$ cat src/rtl/rsc_pkg.sv
// Shared types, widths and codes for the readability score counter.
package rsc_pkg;

  // Counter width and derived datapath widths
  localparam int COUNT_BITS = 24;
  localparam int FIELD_BITS = 24;
  localparam int SCORE_BITS = 24;
  // Widest dividend: 433162 * (2^COUNT_BITS - 1) fits in COUNT_BITS + 19 bits
  localparam int DIV_NUM_W  = COUNT_BITS + 19;
  // Widest divisor: 200 * (2^COUNT_BITS - 1) fits in COUNT_BITS + 8 bits
  localparam int DIV_DEN_W  = COUNT_BITS + 8;
  localparam int DIV_CNT_W  = $clog2(DIV_NUM_W);

  typedef logic [COUNT_BITS-1:0] count_t;

  typedef struct packed {
    count_t words;
    count_t sentences;
    count_t vowels;
    count_t pairs;
  } counts_t;

  // Error codes on the result channel
  localparam logic [1:0] ERR_OK           = 2'd0;
  localparam logic [1:0] ERR_NO_WORDS     = 2'd1;
  localparam logic [1:0] ERR_NO_SENTENCES = 2'd2;

  // Sequencer states
  typedef enum logic [2:0] {
    ST_IDLE,
    ST_SYL,
    ST_MUL1,
    ST_LD1,
    ST_WAIT1,
    ST_MUL2,
    ST_LD2,
    ST_WAIT2
  } state_t;

endpackage

$ cat src/rtl/rsc_in_if.sv
// Text byte channel: valid/ready handshake with one byte and an end-of-text mark.
interface rsc_in_if;
  logic       valid;
  logic       ready;
  logic [7:0] ch;
  logic       last;

  modport source (output valid, output ch, output last, input ready);
  modport sink   (input valid, input ch, input last, output ready);
endinterface

$ cat src/rtl/rsc_out_if.sv
// Result channel: valid/ready handshake with score, counts and error code.
interface rsc_out_if;
  logic        valid;
  logic        ready;
  logic [23:0] score;
  logic [23:0] words;
  logic [23:0] sentences;
  logic [23:0] syllables;
  logic [1:0]  error;

  modport source (output valid, output score, output words, output sentences,
                  output syllables, output error, input ready);
  modport sink   (input valid, input score, input words, input sentences,
                  input syllables, input error, output ready);
endinterface

$ cat src/rtl/readability_score_counter_unit.sv
// Top level of the readability score counter: byte counting, sequencer and result register.
//
// Usage
//   text   : sink channel, one byte (ch) per transfer; last marks the final byte of a text.
//   result : source channel, one transfer per text carrying the score (signed Q15.8,
//            saturated), the word, sentence and syllable counts and an error code
//            (no words, or no sentences; the score then reads zero).
// Throughput
//   Ordinary bytes are counted at one per cycle with text.ready held high.
//   A byte marked last starts the score: one shared restoring divider works out
//   84.6*syl/words and then 1.015*words/sentences, one quotient bit per cycle over
//   COUNT_BITS+19 bits. An error code is returned without dividing. text.ready
//   stays low from the last byte until the result is loaded.
// Stalls
//   The result sits in an output register until it is taken. Counting of the next
//   text goes on meanwhile; a further last byte waits with its finished score
//   until the register frees.
// Reset
//   rst is synchronous and active high; it clears all counts, the sequencer and
//   the result valid flag.
module readability_score_counter_unit (
  input  logic      clk,
  input  logic      rst,
  rsc_in_if.sink    text,
  rsc_out_if.source result
);
  import rsc_pkg::*;

  localparam int ACC_W = DIV_NUM_W + 2;
  // 206.835 * 256, rounded
  localparam logic signed [ACC_W-1:0] SCORE_BASE = ACC_W'(52950);
  localparam logic signed [ACC_W-1:0] SCORE_MAX  = ACC_W'((1 << (SCORE_BITS - 1)) - 1);
  localparam logic signed [ACC_W-1:0] SCORE_MIN  = -ACC_W'(1 << (SCORE_BITS - 1));
  // T1 = (K_T1*syl + D_T1*w) / (2*D_T1*w): 84.6*256 rounded, ties up
  localparam int K_T1 = 433152;
  localparam int D_T1 = 10;
  // T2 = (K_T2*w + D_T2*n) / (2*D_T2*n): 1.015*256 rounded, ties up
  localparam int K_T2 = 51968;
  localparam int D_T2 = 100;
  localparam logic [31:0] FIELD_MAX = 32'((64'd1 << FIELD_BITS) - 1);

  function automatic logic [FIELD_BITS-1:0] clamp_field(count_t v);
    logic [31:0] ve;
    ve = 32'(v);
    return (ve > FIELD_MAX) ? FIELD_BITS'(FIELD_MAX) : ve[FIELD_BITS-1:0];
  endfunction

  state_t                 state, state_next;
  counts_t                counts_next;
  counts_t                snap;
  count_t                 syl;
  logic [1:0]             err;
  logic [DIV_NUM_W-1:0]   prod;
  logic signed [ACC_W-1:0] acc;
  logic                   in_xfer;
  logic                   out_free;
  logic                   load_out;
  logic                   div_start;
  logic                   div_done;
  logic [DIV_NUM_W-1:0]   div_num;
  logic [DIV_DEN_W-1:0]   div_den;
  logic [DIV_NUM_W-1:0]   div_q;
  count_t                 syl_raw;
  logic [SCORE_BITS-1:0]  score_sat;
  logic                   u_divider_idle_q;

  assign in_xfer  = text.valid && text.ready;
  assign out_free = !result.valid || result.ready;

  rsc_counter u_counter (
    .clk        (clk),
    .rst        (rst),
    .accept     (in_xfer),
    .last       (text.last),
    .ch         (text.ch),
    .counts_next(counts_next)
  );

  rsc_divider u_divider (
    .clk     (clk),
    .rst     (rst),
    .start   (div_start),
    .num     (div_num),
    .den     (div_den),
    .done    (div_done),
    .quotient(div_q)
  );

  // Syllables: vowels less diphthongs, floored at zero, raised to the word count
  always_comb begin
    syl_raw = (snap.vowels > snap.pairs) ? COUNT_BITS'(snap.vowels - snap.pairs) : '0;
    if (syl_raw < snap.words) begin
      syl_raw = snap.words;
    end
  end

  // Saturate the score accumulator into Q15.8
  always_comb begin
    if (acc > SCORE_MAX) begin
      score_sat = SCORE_MAX[SCORE_BITS-1:0];
    end else if (acc < SCORE_MIN) begin
      score_sat = SCORE_MIN[SCORE_BITS-1:0];
    end else begin
      score_sat = acc[SCORE_BITS-1:0];
    end
  end

  always_ff @(posedge clk) begin
    if (rst) begin
      state <= ST_IDLE;
    end else begin
      state <= state_next;
    end
  end

  // Sequencer: next state, ready, divider operands and result load
  always_comb begin
    state_next = state;
    text.ready = 1'b0;
    div_start  = 1'b0;
    div_num    = '0;
    div_den    = '0;
    load_out   = 1'b0;
    unique case (state)
      ST_IDLE: begin
        text.ready = 1'b1;
        if (in_xfer && text.last) begin
          state_next = ST_SYL;
        end
      end
      ST_SYL: begin
        if (snap.words == '0 || snap.sentences == '0) begin
          // error result: nothing to divide, deliver once the register frees
          if (out_free) begin
            load_out   = 1'b1;
            state_next = ST_IDLE;
          end
        end else begin
          state_next = ST_MUL1;
        end
      end
      ST_MUL1: begin
        state_next = ST_LD1;
      end
      ST_LD1: begin
        div_start  = 1'b1;
        div_num    = DIV_NUM_W'(prod + DIV_NUM_W'(snap.words) * DIV_NUM_W'(D_T1));
        div_den    = DIV_DEN_W'(DIV_DEN_W'(snap.words) * DIV_DEN_W'(2 * D_T1));
        state_next = ST_WAIT1;
      end
      ST_WAIT1: begin
        if (div_done) begin
          state_next = ST_MUL2;
        end
      end
      ST_MUL2: begin
        state_next = ST_LD2;
      end
      ST_LD2: begin
        div_start  = 1'b1;
        div_num    = DIV_NUM_W'(prod + DIV_NUM_W'(snap.sentences) * DIV_NUM_W'(D_T2));
        div_den    = DIV_DEN_W'(DIV_DEN_W'(snap.sentences) * DIV_DEN_W'(2 * D_T2));
        state_next = ST_WAIT2;
      end
      ST_WAIT2: begin
        // hold the finished score here until the result register frees
        if (u_divider_idle_q && out_free) begin
          load_out   = 1'b1;
          state_next = ST_IDLE;
        end
      end
      default: begin
        state_next = ST_IDLE;
      end
    endcase
  end

  // Second quotient folded into the accumulator; flag it for the result load
  always_ff @(posedge clk) begin
    if (rst) begin
      u_divider_idle_q <= 1'b0;
    end else if (state == ST_LD2) begin
      u_divider_idle_q <= 1'b0;
    end else if (state == ST_WAIT2 && div_done) begin
      u_divider_idle_q <= 1'b1;
    end
  end

  // Datapath registers
  always_ff @(posedge clk) begin
    if (in_xfer && text.last) begin
      snap <= counts_next;
    end
    unique case (state)
      ST_SYL: begin
        syl <= syl_raw;
        if (snap.words == '0) begin
          err <= ERR_NO_WORDS;
        end else if (snap.sentences == '0) begin
          err <= ERR_NO_SENTENCES;
        end else begin
          err <= ERR_OK;
        end
        if (!(snap.words == '0 || snap.sentences == '0)) begin
          prod <= DIV_NUM_W'(DIV_NUM_W'(syl_raw) * DIV_NUM_W'(K_T1));
        end
      end
      ST_WAIT1: begin
        if (div_done) begin
          acc <= SCORE_BASE - $signed({2'b00, div_q});
        end
      end
      ST_MUL2: begin
        prod <= DIV_NUM_W'(DIV_NUM_W'(snap.words) * DIV_NUM_W'(K_T2));
      end
      ST_WAIT2: begin
        if (div_done) begin
          acc <= acc - $signed({2'b00, div_q});
        end
      end
      default: begin
      end
    endcase
  end

  // Result register: load a finished result, drop valid once transferred
  always_ff @(posedge clk) begin
    if (rst) begin
      result.valid <= 1'b0;
    end else if (load_out) begin
      result.valid <= 1'b1;
    end else if (result.ready) begin
      result.valid <= 1'b0;
    end
  end

  always_ff @(posedge clk) begin
    if (load_out) begin
      result.words     <= clamp_field(snap.words);
      result.sentences <= clamp_field(snap.sentences);
      if (state == ST_SYL) begin
        // error path: syllables straight from the counts, score zero
        result.syllables <= clamp_field(syl_raw);
        result.score     <= '0;
        result.error     <= (snap.words == '0) ? ERR_NO_WORDS : ERR_NO_SENTENCES;
      end else begin
        result.syllables <= clamp_field(syl);
        result.score     <= score_sat;
        result.error     <= err;
      end
    end
  end

endmodule

$ cat src/rtl/rsc_counter.sv
// Per-byte word, sentence, vowel and diphthong counters.
module rsc_counter (
  input  logic             clk,
  input  logic             rst,
  input  logic             accept,
  input  logic             last,
  input  logic [7:0]       ch,
  output rsc_pkg::counts_t counts_next
);
  import rsc_pkg::*;

  localparam logic [7:0] CH_SPACE = 8'h20;
  localparam logic [7:0] CH_BANG  = 8'h21;
  localparam logic [7:0] CH_QUERY = 8'h3F;
  localparam logic [7:0] CH_SEMI  = 8'h3B;
  localparam logic [7:0] CH_COLON = 8'h3A;
  localparam logic [7:0] CH_STOP  = 8'h2E;
  localparam logic [7:0] CH_LOW_E = 8'h65;
  localparam logic [7:0] CH_UP_E  = 8'h45;

  function automatic logic is_mark(logic [7:0] b);
    return b == CH_BANG || b == CH_QUERY || b == CH_SEMI || b == CH_COLON || b == CH_STOP;
  endfunction

  function automatic logic is_vowel(logic [7:0] b);
    logic [7:0] lc;
    lc = b | 8'h20;
    // fold case only for letters; 0x40..0x5F / 0x60..0x7F share the low bits
    return (b[7:6] == 2'b01) &&
           (lc == 8'h61 || lc == 8'h65 || lc == 8'h69 ||
            lc == 8'h6F || lc == 8'h75 || lc == 8'h79);
  endfunction

  function automatic count_t sat_inc(count_t x);
    return (x == '1) ? x : COUNT_BITS'(x + 1'b1);
  endfunction

  logic [7:0] prev_byte;
  logic       first_space_pending;
  counts_t    counts;
  logic       pending_next;

  always_comb begin
    counts_next  = counts;
    pending_next = first_space_pending;
    if (ch == CH_SPACE) begin
      if (first_space_pending) begin
        counts_next.words = sat_inc(counts_next.words);
      end
      counts_next.words = sat_inc(counts_next.words);
      pending_next      = 1'b0;
    end
    if (is_mark(ch) && !is_mark(prev_byte)) begin
      counts_next.sentences = sat_inc(counts.sentences);
    end
    if (is_vowel(ch)) begin
      counts_next.vowels = sat_inc(counts.vowels);
      if (is_vowel(prev_byte)) begin
        counts_next.pairs = sat_inc(counts.pairs);
      end
    end
    // silent e: drop one vowel, never below zero
    if ((prev_byte == CH_LOW_E || prev_byte == CH_UP_E) &&
        (ch == CH_SPACE || ch == CH_STOP) && counts.vowels != '0) begin
      counts_next.vowels = COUNT_BITS'(counts.vowels - 1'b1);
    end
  end

  always_ff @(posedge clk) begin
    if (rst || (accept && last)) begin
      prev_byte           <= '0;
      first_space_pending <= 1'b1;
      counts              <= '0;
    end else if (accept) begin
      prev_byte           <= ch;
      first_space_pending <= pending_next;
      counts              <= counts_next;
    end
  end

endmodule

$ cat src/rtl/rsc_divider.sv
// Restoring divider, one quotient bit per cycle.
module rsc_divider (
  input  logic                          clk,
  input  logic                          rst,
  input  logic                          start,
  input  logic [rsc_pkg::DIV_NUM_W-1:0] num,
  input  logic [rsc_pkg::DIV_DEN_W-1:0] den,
  output logic                          done,
  output logic [rsc_pkg::DIV_NUM_W-1:0] quotient
);
  import rsc_pkg::*;

  logic                 busy;
  logic [DIV_CNT_W-1:0] cnt;
  logic [DIV_DEN_W:0]   rem;
  logic [DIV_DEN_W-1:0] den_q;
  logic [DIV_DEN_W:0]   shifted;
  logic                 fits;

  always_comb begin
    shifted = {rem[DIV_DEN_W-1:0], quotient[DIV_NUM_W-1]};
    fits    = shifted >= {1'b0, den_q};
  end

  always_ff @(posedge clk) begin
    if (rst) begin
      busy <= 1'b0;
      done <= 1'b0;
      cnt  <= '0;
    end else begin
      done <= 1'b0;
      if (start) begin
        busy <= 1'b1;
        cnt  <= '0;
      end else if (busy) begin
        cnt <= DIV_CNT_W'(cnt + 1'b1);
        if (cnt == DIV_CNT_W'(DIV_NUM_W - 1)) begin
          busy <= 1'b0;
          done <= 1'b1;
        end
      end
    end
  end

  always_ff @(posedge clk) begin
    if (start) begin
      rem      <= '0;
      den_q    <= den;
      quotient <= num;
    end else if (busy) begin
      rem      <= fits ? (shifted - {1'b0, den_q}) : shifted;
      quotient <= {quotient[DIV_NUM_W-2:0], fits};
    end
  end

endmodule

$ cat src/flat_wrapper.sv
// flat-port wrapper written by rule: the top's interface ports become plain ports
module readability_score_counter_unit_flat import rsc_pkg::*;
  (clk, rst, text_valid, text_ch, text_last, text_ready, result_valid, result_score, result_words, result_sentences, result_syllables, result_error, result_ready);
  rsc_in_if text_i ();
  rsc_out_if result_i ();
  input  logic clk;
  input  logic rst;
  input wire logic [$bits(text_i.valid)-1:0] text_valid;
  input wire logic [$bits(text_i.ch)-1:0] text_ch;
  input wire logic [$bits(text_i.last)-1:0] text_last;
  output wire logic [$bits(text_i.ready)-1:0] text_ready;
  output wire logic [$bits(result_i.valid)-1:0] result_valid;
  output wire logic [$bits(result_i.score)-1:0] result_score;
  output wire logic [$bits(result_i.words)-1:0] result_words;
  output wire logic [$bits(result_i.sentences)-1:0] result_sentences;
  output wire logic [$bits(result_i.syllables)-1:0] result_syllables;
  output wire logic [$bits(result_i.error)-1:0] result_error;
  input wire logic [$bits(result_i.ready)-1:0] result_ready;
  assign text_i.valid = text_valid;
  assign text_i.ch = text_ch;
  assign text_i.last = text_last;
  assign text_ready = text_i.ready;
  assign result_valid = result_i.valid;
  assign result_score = result_i.score;
  assign result_words = result_i.words;
  assign result_sentences = result_i.sentences;
  assign result_syllables = result_i.syllables;
  assign result_error = result_i.error;
  assign result_i.ready = result_ready;
  readability_score_counter_unit u_core (.clk(clk), .rst(rst), .text(text_i), .result(result_i));
endmodule
$ cat config.mk
export PLATFORM = sky130hd
export DESIGN_NAME = readability_score_counter_unit_flat
export DESIGN_NICKNAME = d
export VERILOG_FILES = /design/src/rtl/rsc_pkg.sv /design/src/rtl/rsc_in_if.sv /design/src/rtl/rsc_out_if.sv /design/src/rtl/readability_score_counter_unit.sv /design/src/rtl/rsc_counter.sv /design/src/rtl/rsc_divider.sv /design/src/flat_wrapper.sv
export SDC_FILE = /design/constraint.sdc
export NUM_CORES = 2
export LEC_CHECK = 0
export BUFFER_PORTS_ARGS = -buffer_cell sky130_fd_sc_hd__buf_2
export CAP_MARGIN = 0
export CORE_UTILIZATION = 35
export CTS_CLUSTER_DIAMETER = 60
export DETAILED_ROUTE_END_ITERATION = 8
export SYNTH_ARGS = -nofsm -noshare
export SYNTH_HDL_FRONTEND = slang
export SYNTH_HIERARCHICAL = 1
export SYNTH_SLANG_ARGS = --single-unit
export TNS_END_PERCENT = 20
$ cat constraint.sdc
create_clock -name clk -period 18.2 [get_ports clk]
set_input_delay 1.82 -clock clk [delete_from_list [all_inputs] [get_ports clk]]
set_output_delay 1.82 -clock clk [all_outputs]
set_load 0.005 [all_outputs]
After elaboration in Yosys (flattened, before gate mapping)

Cells that the tools add are included.

Logic and storage cells: 199
Flip-flop bits (word level): 533

Bitwise logic cells: 1
Multiply operators: 6
Muxes and demuxes: 48
$add $sub $neg: 13
Reductions and logical operators: 51
Equality and inequality tests: 46
Magnitude comparators: 5

Operators with widths:

| cell                                                             | number |
|---|---|
| two-way mux 24 bit                                               | 15 |
| case mux 43 bit (2 select lines)                                 | 2 |
| two-way mux 43 bit                                               | 3 |
| adder 24 x 1 -> 24 bit (second input constant)                   | 5 |
| == test 24 bit (second input constant)                           | 5 |
| two-way mux 45 bit                                               | 2 |
| case mux 45 bit (2 select lines)                                 | 1 |
| == test 8 x 6 -> 1 bit (second input constant)                   | 11 |
| == test 7 x 6 -> 1 bit (second input constant)                   | 12 |
| case mux 32 bit (2 select lines)                                 | 1 |
| multiplier 24 x 5 -> 29 bit (second input constant)              | 2 |
| multiplier 24 x 3 -> 27 bit (second input constant)              | 2 |
| zero test 24 bit                                                 | 2 |
| two-way mux 48 bit                                               | 1 |
| greater-than comparator 45 x 24 -> 1 bit (second input constant) | 1 |
| < comparator 45 x 24 -> 1 bit (second input constant)            | 1 |
| subtractor 45 x 44 -> 45 bit                                     | 1 |
| subtractor 16 x 43 -> 44 bit (first input constant)              | 1 |
| adder 43 x 28 -> 43 bit                                          | 1 |
| adder 43 x 31 -> 43 bit                                          | 1 |
| greater-or-equal comparator 33 x 32 -> 1 bit                     | 1 |
| multiplier 24 x 9 -> 33 bit (second input constant)              | 1 |
| multiplier 24 x 8 -> 32 bit (second input constant)              | 1 |
| two-way mux 32 bit                                               | 1 |
| 33 further kinds                                                 | 96 |

Depth between registers and ports, before layout

Word-level depth: 10
Gate-level depth with buffers: 44
Depth with buffers taken out: 42

Modules after synthesis

The synthesis kept the hierarchy.

Modules (own cells, without submodules):

| module                         | seq. area each (um2) | area each (um2) | cells an instance | instances |
|---|---|---|---|---|
| readability_score_counter_unit | 8868.5               | 30002.5         | 3181              | 1 |
| rsc_counter                    | 2102.0               | 7822.5          | 1063              | 1 |
| rsc_divider                    | 3052.9               | 6690.2          | 640               | 1 |

Least setup slack after synthesis

OpenSTA, ideal clock, no wires.

Path type: input-to-reg
Start: in result_ready
End: reg u_core.result.error[0], enable pin
Buffers on the path: 0
Cell stages on the path: 2
Setup time: 0.705 ns
Slack: 8.379 ns
Required time: 17.495 ns
Arrival: 9.116 ns
Path through: nand2b_1 -> a21boi_0

Word-level cells in the longest chain between the ends: 4

Ends and longest elaborated chain:

| what                                                   | line                                                                         | source |
|---|---|---|
| start, declared                                        | flat_wrapper.sv:18                                                           | `input wire logic [$bits(result_i.ready)-1:0] result_ready;` |
| logical OR 1 bit *                                     | readability_score_counter_unit.sv:68                                         | `assign out_free = !result.valid \|\| result.ready;` |
| two-way mux 1 bit or logical AND 1 bit (tied branches) | readability_score_counter_unit.sv:134, readability_score_counter_unit.sv:167 |  |
| two-way mux 1 bit, on equally long branches            | readability_score_counter_unit.sv:132, readability_score_counter_unit.sv:167 |  |
| case mux 1 bit (2 select lines) *                      | readability_score_counter_unit.sv:124                                        | `unique case (state)` |
| via u_core.load_out                                    | readability_score_counter_unit.sv:57                                         | `logic load_out;` |
| end signal, assigned                                   | readability_score_counter_unit.sv:245                                        | `result.error <= (snap.words == '0) ? ERR_NO_WORDS : ERR_NO_SENTENCES;` |
| end signal, assigned                                   | readability_score_counter_unit.sv:249                                        | `result.error <= err;` |
| end, declared                                          | rsc_out_if.sv:12                                                             | `output syllables, output error, input ready);` |

Mark *: on every way through the listed nets, which the timed path passes. The rest lies on a longest branch.
A chain may end at the register's enable or synchronous reset.

Worst setup path after layout

Start: reg u_core/snap[24] (netlist bit)
End: reg u_core.prod[41], data pin

Word-level cells in the longest chain between the ends: 7

Ends and longest elaborated chain:

| what                                                                | line                                  | source |
|---|---|---|
| start, declared                                                     | readability_score_counter_unit.sv:50  | `counts_t snap;` |
| start signal, assigned                                              | readability_score_counter_unit.sv:192 | `snap <= counts_next;` |
| subtractor 24 bit or greater-than comparator 24 bit (tied branches) | readability_score_counter_unit.sv:91  | `syl_raw = (snap.vowels > snap.pairs) ? COUNT_BITS'(snap.vowels - snap.pairs) : '0;` |
| two-way mux 24 bit *                                                | readability_score_counter_unit.sv:91  |  |
| < comparator 24 bit                                                 | readability_score_counter_unit.sv:92  | `if (syl_raw < snap.words) begin` |
| two-way mux 24 bit *                                                | readability_score_counter_unit.sv:92  |  |
| multiplier 24 x 9 -> 33 bit *                                       | readability_score_counter_unit.sv:205 | `prod <= DIV_NUM_W'(DIV_NUM_W'(syl_raw) * DIV_NUM_W'(K_T1));` |
| two-way mux 43 bit *                                                | readability_score_counter_unit.sv:204 | `if (!(snap.words == '0 \|\| snap.sentences == '0)) begin` |
| case mux 43 bit (2 select lines) *                                  | readability_score_counter_unit.sv:194 | `unique case (state)` |
| end signal, assigned                                                | readability_score_counter_unit.sv:205 |  |
| end signal, assigned                                                | readability_score_counter_unit.sv:214 | `prod <= DIV_NUM_W'(DIV_NUM_W'(snap.words) * DIV_NUM_W'(K_T2));` |
| end, declared                                                       | readability_score_counter_unit.sv:53  | `logic [DIV_NUM_W-1:0] prod;` |

Mark *: on every way between the ends. The rest lies on a longest branch, timed or not. The select of a mux whose other input is x is not followed.

==> run metrics <==
hold_sp=u_core/syl[21]; critical path peak fanout=60; Die ar.=129000 um2; global-route usage over all layers=19.2%; Worst Setup End Kind=flop; Synth Flop Type=edfxtp_1; Max clock buf depth=3; CP Launch Type=flop; worst slack, placed=7.94 ns; synth warn=6; DR DRC count=0; gpl congestion=0.929; outcome=finished clean; num ports=113; reg-to-reg endpoint=u_core/prod[41]; Cells after DPL=6525; number of distinct library cells after synthesis=121; worst reg-to-reg setup slack=7.76 ns; Post-synth EDFFs=351; measured slew at the worst slew-check pin=1.21 ns; Worst Skew=0.0442 ns; most common cell after layout, fill and taps aside=inv_1; CTS Root Cell=clkbuf_16; # clock sinks=525; CP max stage cell=buf_4; critical path type=reg -> reg; slew margin rel.=19.0%; fillers=12690; Worst Hold Depth=1; Core Area=126000 um2; leading area contributor after synthesis=edfxtp_1; DRT Wirelength=125000 um; max frequency=95.8 MHz; Mapped Area=44500 um2; period utilization=57.4%; post-CTS sizing=0; die width=359 um; FF-to-FF path depth=41; Clk pin slew, worst setup/hold paths=0.06 ns; Yosys top cell area share=23.7%; Leak=21.3 nW; Mapped Cells=4884; post-layout min period=10.44 ns; critical path required time=18.61 ns; largest net degree at the start of global routing=69; Buffers on Ports=112; Max stage delay on crit path=0.63 ns; pwr/cell area=160 nW/um2; commonest non-fill, non-tap cells in the layout=549 x inv_1, 475 x ha_1, 415 x nor2_1; final setup fails=0; Post CTS Setup Buffer Count=0; htree depth=3; detailed-route via count=35363; CTS Buf Count=75; Initial Util=35.4%; final hold violations=0; Seq/Total Area, Yosys=31.5%; setup ws final=7.76 ns; Slew Limit Fails=0; layout net count=5587; setup TNS=0 ns; Skew-Pair Late Insertion Delay=0.67 ns; layout overhead on the synthesized area=11.0%; gr ovfl total=0; drt via density=5.30; fin cells=6666; worst hold slack=0.477 ns; vias in the first global route=33920; FP Rows=130; Mapped Avg Cell Area=9.11 um2; Hold Path Class=reg -> reg; cts hold-fix bufs=0; Peak VDD IR=0.000185 V; hpwl dp=99000 um; 1st-pass router iterations=6; Max Cap Viol=0; Die Ht=359 um; first-pass GRT wire length=193000 um; initial antenna violation count=5; unrepaired setup endpoints after global routing=no; CP arrival=10.85 ns; main area contributors after synthesis=edfxtp_1 24%, ha_1 13%, dfxtp_1 7.8%, fa_1 6.6%, inv_1 4.6%; asr flop ratio synth=0%; share of layout cells above drive strength 1=9.09%; FF-to-FF Start=u_core/snap[24]; DRT iter0 DRCs=2544; Final ANT Viol Nets=0; count of state elements after synthesis=525; CTS tree=yes; wire per inst=18.8 um; Worst Hold Path EP=u_core/syl[21]
sequential cells by signal (all words and copies together) (netlist names), 6 cells and up:
signal / flops
u_core/u_divider/quotient: 43
u_core/u_counter/counts: 96
u_core/result.syllables: 24
u_core/u_counter/prev_byte: 8
u_core/syl: 24
u_core/result.words: 24
u_core/prod: 35
u_core/snap: 96
u_core/u_divider/den_q: 32
u_core/result.sentences: 24
u_core/u_divider/cnt: 6
u_core/u_divider/rem: 32
u_core/acc: 45
u_core/result.score: 24
how the worst max path moves through the flow:
stage,from,endpoint,cells past startpoint
2_1_floorplan,result_ready,u_core/result.error[0],2
3_3_place_gp,u_core/snap[24],u_core/prod[41],40
3_5_place_dp,u_core/snap[24],u_core/prod[41],40
4_1_cts,u_core/snap[24],u_core/prod[41],40
5_1_grt,u_core/snap[24],u_core/prod[41],41
6_report,u_core/snap[24],u_core/prod[41],41
metrics by stage:
step | power [W] | util [%] | cell area (um2)
floorplan | 0.00520 | - | 44500
global placement | 0.00633 | 37.2 | 46800
detailed placement | 0.00636 | 37.2 | 46800
CTS | 0.00793 | 39.2 | 49400
global route | 0.00854 | 39.2 | 49400
finish | 0.00790 | 39.2 | 49400
cell type report:
class | instances | area (um2) | area share [%]
diodes | 1 | 2.50 | 0.00507
clock buffers | 92 | 1980 | 4.01
clock inverters | 48 | 616 | 1.25
inverters | 553 | 2080 | 4.21
multi-input cells | 3638 | 27700 | 56.1
flip-flops and latches | 525 | 14000 | 28.4
well taps | 1650 | 2060 | 4.18
repair buffers | 159 | 913 | 1.85
routing by layer:
metal | wire (um) | up-vias | part of all wire [%] | GRT usage [%]
li1 | - | 17403 | - | -
met1 | 56300 | 16927 | 45 | 25.0
met2 | 59000 | 821 | 47 | 32.2
met3 | 5220 | 208 | 4.2 | 2.27
met4 | 4910 | 4 | 3.9 | 7.81
met5 | 23 | - | 0.018 | 0
Yosys cell counts, drive strengths merged (25+ instances only):
cell type,n
inv,553
ha,475
nor2,418
edfxtp,351
nand2,341
a21oi,317
o21ai,267
xnor2,209
xor2,185
dfxtp,174
nand3,167
fa,147
a21o,136
clkbuf,117
nor3,84
nand4,79
o21a,67
mux2,57
or3,55
buf,53
and3,49
a31oi,42
nor4,40
nand2b,34
mux2i,33
nor2b,29
o31ai,29
a211oi,28
o21bai,25
power breakdown:
group | total, W | internal [W] | switching, W
Combinational | 0.00474 | 0.00191 | 0.00283
Sequential | 0.00164 | 0.00155 | 0.0000890
Clock | 0.00152 | 0.000901 | 0.000618
logic make-up after synthesis:
| group | share of synthesized area (%) |
|---|---|
| xor gates and xnor gates | 7.75 |
| other | 0.00842 |
| DFF | 31.5 |
| adders and majority gates | 20.1 |
| buffers and inverters | 6.41 |
| and+or+nand+nor | 15.5 |
| muxes | 2.20 |
| AOI/OAI and AO/OA | 16.6 |
critical path, delay by kind of cell (launching register included):
kind,cells,cell delay [ns]
fa+ha+maj,8,2.89
mux,2,0.61
xor+xnor,3,0.58
flops,1,0.35
buf+inv,5,0.85
compound gates,15,3.91
simple gates,8,0.95
No activity file was read; power rests on OpenSTA's default activity.
